<file path="config.mk">
export PLATFORM = sky130hd
export DESIGN_NAME = gnct_ctrl
export DESIGN_NICKNAME = d
export VERILOG_FILES = /design/src/rtl/gnct_pkg.sv /design/src/rtl/gnct_ctrl.sv
export SDC_FILE = /design/constraint.sdc
export NUM_CORES = 1
export LEC_CHECK = 0
export ABC_AREA = 0
export CORE_AREA = 5 5 42 44
export DETAILED_ROUTE_END_ITERATION = 12
export DIE_AREA = 0 0 47 49
export DONT_BUFFER_PORTS = 1
export PLACE_DENSITY = 0.41
export SLEW_MARGIN = 20
export SYNTH_ARGS = -nofsm -noshare
export SYNTH_HDL_FRONTEND = slang
export SYNTH_SLANG_ARGS = --single-unit
</file>
<file path="constraint.sdc">
create_clock -name aclk -period 1.75 [get_ports aclk]
set_clock_uncertainty 0.05 [all_clocks]
set_input_delay 0.2625 -clock aclk [delete_from_list [all_inputs] [get_ports aclk]]
set_output_delay 0.2625 -clock aclk [all_outputs]
set_load 0.02 [all_outputs]
</file>
<file path="src/rtl/gnct_pkg.sv">
// Shared constants and types for the greedy nearest-city tour block.
// Used by gnct_ctrl, gnct_datapath and greedy_nearest_city_tour_top.
package gnct_pkg;

    // Default parameter values.
    localparam int MAX_CITIES_DEF = 64;
    localparam int DIST_BITS_DEF  = 16;

    // Fixed field widths.
    localparam int CITY_W      = 6;
    localparam int ADDR_CITIES = 64;
    localparam int ADDR_W      = 2 * CITY_W;
    localparam int CFG_CNT_W   = 7;
    localparam int DIST_IN_W   = 16;
    localparam int PICK_W      = 16;
    localparam int COST_W      = 23;
    localparam int CFG_IDX_W   = 3;
    localparam int CFG_DATA_W  = 16;

    localparam logic [COST_W-1:0] COST_MAX   = 23'h7F_FFFF;
    localparam logic [PICK_W-1:0] PICK_RESET = 16'd1000;

    // Configuration register indexes.
    localparam logic [CFG_IDX_W-1:0] REG_CITY_COUNT  = 3'd0;
    localparam logic [CFG_IDX_W-1:0] REG_TOUR_LENGTH = 3'd1;
    localparam logic [CFG_IDX_W-1:0] REG_START_CITY  = 3'd2;
    localparam logic [CFG_IDX_W-1:0] REG_END_CITY    = 3'd3;
    localparam logic [CFG_IDX_W-1:0] REG_PICK_LIMIT  = 3'd4;

    // Input item kinds.
    localparam logic KIND_WRITE = 1'b0;
    localparam logic KIND_RUN   = 1'b1;

    // Commands from the controller to the datapath.
    typedef struct packed {
        logic mem_wr;
        logic run_start;
        logic link_issue;
        logic step_begin;
        logic scan_issue;
        logic step_end;
        logic final_emit;
        logic final_add;
        logic last_emit;
    } gnct_cmd_t;

    // Status from the datapath to the controller.
    typedef struct packed {
        logic n_zero;
        logic steps_zero;
        logic link_last;
        logic scan_last;
        logic out_free;
    } gnct_status_t;

endpackage

</file>
<file path="src/rtl/gnct_ctrl.sv">
// Controller state machine for the greedy nearest-city tour block.
// Depends on gnct_pkg for the command and status types.
module gnct_ctrl (
    input  logic                   aclk,
    input  logic                   aresetn,
    input  logic                   s_valid,
    input  logic                   s_kind,
    output logic                   s_ready,
    input  gnct_pkg::gnct_status_t status,
    output gnct_pkg::gnct_cmd_t    cmd
);
    import gnct_pkg::*;

    localparam logic [3:0] ST_IDLE       = 4'd0;
    localparam logic [3:0] ST_LINK       = 4'd1;
    localparam logic [3:0] ST_LINK_DRAIN = 4'd2;
    localparam logic [3:0] ST_STEP       = 4'd3;
    localparam logic [3:0] ST_SCAN       = 4'd4;
    localparam logic [3:0] ST_SCAN_DRAIN = 4'd5;
    localparam logic [3:0] ST_STEP_END   = 4'd6;
    localparam logic [3:0] ST_FINAL      = 4'd7;
    localparam logic [3:0] ST_FINAL_ADD  = 4'd8;
    localparam logic [3:0] ST_LAST       = 4'd9;

    logic [3:0] state_reg;
    logic [3:0] state_next;
    logic       accept;

    assign s_ready = (state_reg == ST_IDLE);
    assign accept  = s_valid && s_ready;

    // Next state and commands.
    always_comb begin
        state_next = state_reg;
        cmd        = '0;
        unique case (state_reg)
            ST_IDLE: begin
                if (accept && (s_kind == KIND_WRITE)) begin
                    cmd.mem_wr = 1'b1;
                end else if (accept) begin
                    cmd.run_start = 1'b1;
                    state_next    = status.n_zero ? ST_STEP : ST_LINK;
                end
            end
            ST_LINK: begin
                cmd.link_issue = 1'b1;
                if (status.link_last) begin
                    state_next = ST_LINK_DRAIN;
                end
            end
            ST_LINK_DRAIN: begin
                state_next = ST_STEP;
            end
            ST_STEP: begin
                if (status.steps_zero) begin
                    state_next = ST_FINAL;
                end else if (status.out_free) begin
                    cmd.step_begin = 1'b1;
                    state_next     = status.n_zero ? ST_STEP_END : ST_SCAN;
                end
            end
            ST_SCAN: begin
                cmd.scan_issue = 1'b1;
                if (status.scan_last) begin
                    state_next = ST_SCAN_DRAIN;
                end
            end
            ST_SCAN_DRAIN: begin
                state_next = ST_STEP_END;
            end
            ST_STEP_END: begin
                cmd.step_end = 1'b1;
                state_next   = ST_STEP;
            end
            ST_FINAL: begin
                if (status.out_free) begin
                    cmd.final_emit = 1'b1;
                    state_next     = ST_FINAL_ADD;
                end
            end
            ST_FINAL_ADD: begin
                cmd.final_add = 1'b1;
                state_next    = ST_LAST;
            end
            ST_LAST: begin
                if (status.out_free) begin
                    cmd.last_emit = 1'b1;
                    state_next    = ST_IDLE;
                end
            end
            default: begin
                state_next = ST_IDLE;
            end
        endcase
    end

    // State register.
    always_ff @(posedge aclk) begin
        if (!aresetn) begin
            state_reg <= ST_IDLE;
        end else begin
            state_reg <= state_next;
        end
    end

endmodule

</file>
Yosys cells after proc, flatten, opt, wreduce, memory -nomap -nowiden
Index checks and enable logic that the tools add are counted.
W data, S select, Z words.
{"block": "word_totals", "ff_bits": 4, "in_bits": 9, "out_inout_bits": 10, "elab_cells": 47}
{"block": "op_classes", "n_eq_ne": 16, "muxes": 24, "bitwise_logic": 1, "n_reduce_logical": 5}
{"cell": "$pmux W4 S9", "count": 1}
{"cell": "$mux W4", "count": 8}
{"cell": "$eq A4 B3 Y1 const B", "count": 4}
{"cell": "$mux W1", "count": 12}
{"cell": "$ne A2 B2 Y1 const B", "count": 5}
{"cell": "$eq A4 B2 Y1 const B", "count": 2}
{"cell": "$eq A4 B4 Y1 const B", "count": 2}
{"cell": "$reduce_and A7 Y1", "count": 1}
{"cell": "$mux W2", "count": 3}
{"cell": "$eq A4 B1 Y1 const B", "count": 1}
{"cell": "$logic_not A4 Y1", "count": 1}
{"cell": "$ne A3 B3 Y1 const B", "count": 1}
{"cell": "$logic_and A1 B1 Y1", "count": 2}
{"cell": "$ne A2 B1 Y1 const B", "count": 1}
{"cell": "$reduce_or A2 Y1", "count": 1}
{"cell": "$not A1 Y1", "count": 1}

Depth between registers and ports, before layout
Gate-level depths: netlist of run 1.
{"block": "logic_depth", "word_depth": 5, "depth_mapped": 5, "mapped_depth_nobuf": 4}

Worst setup path after synthesis of run 1
No wires, ideal clock.
{"block": "synth_timing", "path_kind": "register -> output", "from": "register state_reg[1]", "to": "output cmd[5] in the netlist's numbering", "arrival_time_ns": 1.448, "t_required_ns": 1.437, "setup_slack_ns": -0.010, "path_stages_with_launch": 4, "cell_sequence": "dfxtp_1 > buf_4 > nand3_1 > nor4b_1"}
{"item": "from (decl)", "line": "gnct_ctrl.sv:25", "text": "logic [3:0] state_reg;"}
{"item": "from (signal assigned)", "line": "gnct_ctrl.sv:102", "text": "state_reg <= state_next;"}
{"item": "to (decl)", "line": "gnct_ctrl.sv:10", "text": "output gnct_pkg::gnct_cmd_t cmd"}

==> metrics.md, run 1 <==
| Metric | Value |
|---|---|
| Status | complete, no violations |
| CP startpoint | state_reg[3]$_SDFFE_PN0P_ |
| Yosys cell types | 27 |
| Buffers on Ports | 0 |
| CTS buffer count | 3 |
| R2R depth | 5 |
| Pwr Density | 1520 nW/µm² |
| Vias in the first global route | 389 |
| Slowest library cell on the worst path | nor4_4 |
| Fin area | 490 µm² |
| Total number of vias | 393 |
| Detailed Route Iter0 Violations | 6 |
| Static Leak | 0.190 nW |
| Post-Synthesis Cells | 52 |
| Area of the core | 1400 µm² |
| Synth warnings | 0 |
| Setup Fix Bufs, Post-CTS | 0 |
| CP max FO | 8 |
| CTS clk-pin slew, worst paths | 0.03 ns |
| Final Hold Violating Endpoints | 0 |
| Max Root-Sink Buffers | 2 |
| Pre-Repair DR Iteration Count | 3 |
| Synthesized area | 384 µm² |
| Die width | 47 µm |
| GRT overflow | 0 |
| Clk_lat worst skew | 0.24 ns |
| Root buf cell | clkbuf_4 |
| Largest stage delay on the critical path | 0.33 ns |
| Area fraction in compound gates after synthesis | 20.5% |
| RSZ-0062 raised after global routing | false |
| Largest register FFs | 4 |
| Worst R2R Setup Slack | 0.42 ns |
| Flop and latch count out of synthesis | 4 |
| Adder-cell area share of the yosys netlist | 0% |
| Wire length per cell | 13.6 µm |
| DRC violations left | 0 |
| Global-route wire length before repair | 1.68 mm |
| Syn nets | 61 |
| Max-Slew Margin vs Limit | 80.6% |
| CP startpoint kind | flop |
| Layout area overhead | 27.7% |
| Max Fclk | 605 MHz |
| # resized after CTS | 0 |
| Largest net degree at the start of global routing | 14 |
| Commonest non-fill, non-tap cell in the layout | buf_4 |
| Final setup viols | 0 |
| Synth Area in XOR/XNOR | 0% |
| Sink Count | 4 |
| CTS tree | built |
| Worst Hold Class | in -> reg |
| CP Capture Type | primary output |
| Max cap viols | 0 |
| WL final | 1.05 mm |
| Vias/cell | 5.10 |
| CP Class | reg -> out |
| Initial core utilization | 27.4% |
| Hold Buf Count CTS | 0 |
| Hold path depth | 1 |
| Die footprint | 2300 µm² |
| Row cnt | 14 |
| Synthesized area per cell | 7.39 µm² |
| WP data required | 1.44 ns |
| FF-to-FF End | state_reg[0]$_SDFFE_PN0P_ |
| Worst-Margin Slew | 0.288 ns |
| Most frequent cells in the layout | buf_4, nand2_1, nor2_1 |
| Tmin final | 1.65 ns |
| HPWL Detailed | 800 µm |
| Post-synthesis mux area share | 0% |
| CP arrival | 1.34 ns |
| # diodes | 0 |
| Period Utilization, post-route | 94.5% |
| Layout cell share with drive strength beyond 1 | 36.1% |
| Crit path capture | cmd[7] |
| Slew Viols, Final | 0 |
| Worst r2r src | state_reg[0]$_SDFFE_PN0P_ |
| Sequential area share after synthesis | 20.8% |
| Largest family of logic cells by synthesized area | simple AND/OR/NAND/NOR gates |
| Worst-path cell chain | buf_4, nor4_4, and3_1 |
| H-Tree Depth | 1 |
| Num ports | 19 |
| Nets | 72 |
| GRT Overall Usage | 10.1% |
| Routability cong. | 0.781 |
| Worst vdd ir | 0.570 mV |
| Placed Area | 457 µm² |
| Die Y | 49 µm |
| Post-DRT Antenna Nets | 0 |
| Post-Synth Simple-Gate Area | 50.2% |
| Antenna violations before repair | 0 |
| Setup tns final | 0 ns |
## cell usage after synthesis
library cell,number,share of area (%)
nand3b_1,1,2.0
and2b_1,1,2.0
inv_1,1,0.98
o21ai_0,2,2.6
and4bb_2,1,3.3
nand3_1,1,1.3
nor3b_1,2,3.9
buf_2,2,2.6
o2111ai_1,1,2.3
dfxtp_1,4,21
nor2_2,1,1.6
and3_1,1,1.6
nor2b_1,1,1.6
buf_4,1,2.0
nor4_4,1,5.5
nand2_1,7,6.8
buf_6,1,2.9
nand2b_1,2,3.3
or3b_4,1,2.9
nor2_1,6,5.9
a21oi_1,3,3.9
and2_1,1,1.6
nor4b_1,3,6.8
o21a_1,2,3.9
o21ai_1,2,2.6
a31oi_1,2,3.3
o211ai_1,1,2.0
## kinds of logic after synthesis
family,Yosys count
buf+inv,5
flops,4
simple gates,30
compound gates,13
## critical path: cells and delay by family, from the launching register on
family	cells	cell delay (ns)
flip-flops	1	0.30
AND/OR/NAND/NOR	2	0.65
buffers and inverters	1	0.16
## power by group
part,switching (W),total [W],internal [W]
Combinational,0.000252,0.000460,0.000208
Sequential,0.0000493,0.000172,0.000123
Clock,0.0000372,0.000114,0.0000767
Total,0.000339,0.000746,0.000407
## per-layer routing
| layer | GRT usage (%) | vias up | wire (µm) | share of wire (%) |
|---|---|---|---|---|
| li1 | - | 204 | - | - |
| met1 | 12.0 | 169 | 449 | 43 |
| met2 | 14.5 | 20 | 461 | 44 |
| met3 | 7.01 | 0 | 137 | 13 |
| met4 | 2.76 | 0 | 0 | 0 |
| met5 | 0 | - | 0 | 0 |
## worst min path at each step
stage,start,endpoint,slack [ns]
4_1_cts,aresetn,state_reg[3]$_SDFFE_PN0P_,0.09
2_1_floorplan,aresetn,state_reg[3]$_SDFFE_PN0P_,0.33
6_report,aresetn,state_reg[3]$_SDFFE_PN0P_,0.1
3_3_place_gp,aresetn,state_reg[3]$_SDFFE_PN0P_,0.34
5_1_grt,aresetn,state_reg[3]$_SDFFE_PN0P_,0.09
3_5_place_dp,aresetn,state_reg[3]$_SDFFE_PN0P_,0.34
## layout make-up
class	count	area [µm²]
fill	161	911
multi-input combinational	43	288
sequential	4	81.3
timing repair buffer	10	75.1
clock buffer	3	22.5
tap	16	20.0
inverter	1	3.75
## stage by stage
| stage | power [W] | cells | setup slack [ns] | utilization [%] | hold slack (ns) |
|---|---|---|---|---|---|
| 2_1_floorplan | 0.000491 | 52 | 0.0990 | - | 0.330 |
| 3_3_place_gp | 0.000630 | 74 | 0.301 | 32.6 | 0.341 |
| 3_5_place_dp | 0.000629 | 74 | 0.305 | 32.6 | 0.335 |
| 4_1_cts | 0.000749 | 77 | 0.0362 | 34.2 | 0.0936 |
| 5_1_grt | 0.000818 | 77 | 0.00357 | 35.0 | 0.0883 |
| 6_report | 0.000746 | 77 | 0.0971 | 35.0 | 0.0996 |
No activity file was read; power rests on OpenSTA's default activity.
==> inputs of run 2 (changes only) <==
--- a/config.mk
+++ b/config.mk
@@ -6,10 +6,12 @@
 export NUM_CORES = 1
 export LEC_CHECK = 0
 export ABC_AREA = 0
+export CAP_MARGIN = 10
 export CORE_AREA = 5 5 42 44
 export DETAILED_ROUTE_END_ITERATION = 12
 export DIE_AREA = 0 0 47 49
 export DONT_BUFFER_PORTS = 1
+export GPL_TIMING_DRIVEN = 0
 export PLACE_DENSITY = 0.41
 export SLEW_MARGIN = 20
 export SYNTH_ARGS = -nofsm -noshare
==> metrics.md, run 2 (synthesis gave the netlist of run 1 again) <==
| Metric | Value |
|---|---|
| Global-route wire length before repair | 1.74 mm |
| Tot Pwr | 0.000762 W |
| Die footprint | 2300 µm² |
| Root buf cell | clkbuf_4 |
| CTS tree | built |
| Most frequent cells in the layout | nand2_1, nor2_2 |
| CP max FO | 4 |
| CP Class | reg -> out |
| Status | finished, violations left |
| Pwr Density | 1480 nW/µm² |
| CP Capture Type | primary output |
| Largest net degree at the start of global routing | 11 |
| DRC violations left | 0 |
| Final Hold Violating Endpoints | 0 |
| Hold path depth | 1 |
| Layout area overhead | 33.6% |
| Post-DRT Antenna Nets | 0 |
| Max Fclk | 554 MHz |
| Hold Startpoint | aresetn |
| Hold_ws | 0.107 ns |
| Largest register FFs | 4 |
| Worst-Margin Slew | 0.546 ns |
| Antenna violations before repair | 0 |
| GRT overflow | 0 |
| # diodes | 0 |
| FF-to-FF End | state_reg[1]$_SDFFE_PN0P_ |
| PnR worst setup slack | -0.0564 ns |
| Sink Count | 4 |
| Clk_lat worst skew | 0.23 ns |
| Static Leak | 0.183 nW |
| CTS buffer count | 3 |
| R2R depth | 5 |
| Routability cong. | 0.701 |
| GRT Overall Usage | 10.2% |
| Area of the core | 1400 µm² |
| Worst R2R Setup Slack | 0.31 ns |
| Die width | 47 µm |
| Worst r2r src | state_reg[2]$_SDFFE_PN0P_ |
| Routing usage on met1 | 14.3% |
| Commonest non-fill, non-tap cell in the layout | nand2_1 |
| Max Root-Sink Buffers | 2 |
| RSZ-0062 raised after global routing | true |
| WP data required | 1.44 ns |
| Worst vdd ir | 0.738 mV |
| Grt met2 use | 13.6% |
| Slew Viols, Final | 0 |
| Period Utilization, post-route | 103% |
| Final setup viols | 2 |
| Detailed Route Iter0 Violations | 2 |
| Max cap viols | 0 |
| Worst Hold Class | in -> reg |
| CP startpoint kind | flop |
| Hold Buf Count CTS | 0 |
| Total number of vias | 385 |
| H-Tree Depth | 1 |
| Tmin final | 1.81 ns |
| Layout cell share with drive strength beyond 1 | 43.9% |
| Num ports | 19 |
| Vias/cell | 5.27 |
| Row cnt | 14 |
| Pre-Repair DR Iteration Count | 4 |
| HPWL Detailed | 765 µm |
| Worst Hold End | state_reg[3]$_SDFFE_PN0P_ |
| CTS clk-pin slew, worst paths | 0.04 ns |
| WL final | 1.05 mm |
| CP arrival | 1.49 ns |
| Die Y | 49 µm |
| Met3 Use GR | 5.17% |
| Vias in the first global route | 389 |
| Buffers on Ports | 0 |
| Nets | 68 |
| Wire length per cell | 14.3 µm |
| Gr busiest metal | met1 |
| Max-Slew Margin vs Limit | 63.5% |
| Initial core utilization | 27.4% |
| Failing checks | setup timing |
[run 2: cell count changes in the layout (fill, tap and decap cells not counted), moves of 2 or more]
cell / before / now
buf_4: 10 / 2
buf_6: 0 / 3
dfxtp_1: 3 / 1
dfxtp_2: 1 / 3
nor2_1: 4 / 2
nor4b_1: 2 / 0
nor4b_4: 0 / 2
[run 2: critical path, stage by stage (launching register included)]
cell and delay, ns:
dfxtp_2 0.32, buf_6 0.12, nor4_4 0.48, nand2_1 0.17, nor2_4 0.17
[run 2: worst max-delay path by stage]
stage / from / end / cells after the start
floorplan: state_reg[0]$_SDFFE_PN0P_ / cmd[6] / 2
global placement: state_reg[0]$_SDFFE_PN0P_ / cmd[6] / 2
detailed placement: state_reg[0]$_SDFFE_PN0P_ / cmd[6] / 2
CTS: state_reg[2]$_SDFFE_PN0P_ / cmd[8] / 4
global route: state_reg[2]$_SDFFE_PN0P_ / cmd[8] / 4
finish: state_reg[2]$_SDFFE_PN0P_ / cmd[8] / 4
[run 2: layout make-up]
type | count | area (µm²)
flip-flops and latches | 4 | 83.8
plain buffers | 4 | 38.8
well taps | 16 | 20.0
repair buffers | 2 | 15.0
fillers | 166 | 888
clock buffers | 3 | 22.5
inverters | 1 | 3.75
multi-input cells | 43 | 329
[run 2: metrics by stage]
stage                     worst slack, ns  cell area (µm²)  instances  setup TNS, ns  util [%]
final                             -0.0564              513         73        -0.0964      36.6
after global routing               -0.147              513         73         -0.274      36.6
after CTS                         -0.0947              502         73         -0.149      35.8
after detailed placement          -0.0678              410         68        -0.0678      29.3
after global placement            -0.0615              410         68        -0.0669      29.3
after floorplan                    0.0990              390         52              0         -
[run 2: report_power, final]
group / internal [W] / total (W) / switching (W)
registers: 0.000128 / 0.000175 / 0.0000470
clock network: 0.0000765 / 0.000111 / 0.0000349
logic: 0.000201 / 0.000475 / 0.000274
[run 2: repair_timing]
| item | in CTS | in global routing |
|---|---|---|
| buffers inserted | 2 | 0 |
| gates cloned | 0 | 0 |
| resized for setup | 12 | 5 |
| pin swaps | 4 | 4 |
| endpoints found under the setup margin | 5 | 5 |
[run 2: layer usage]
layer,wire (µm),vias to the layer above
met5,0,-
met4,13,0
li1,-,196
met2,433,16
met1,510,171
met3,90,2
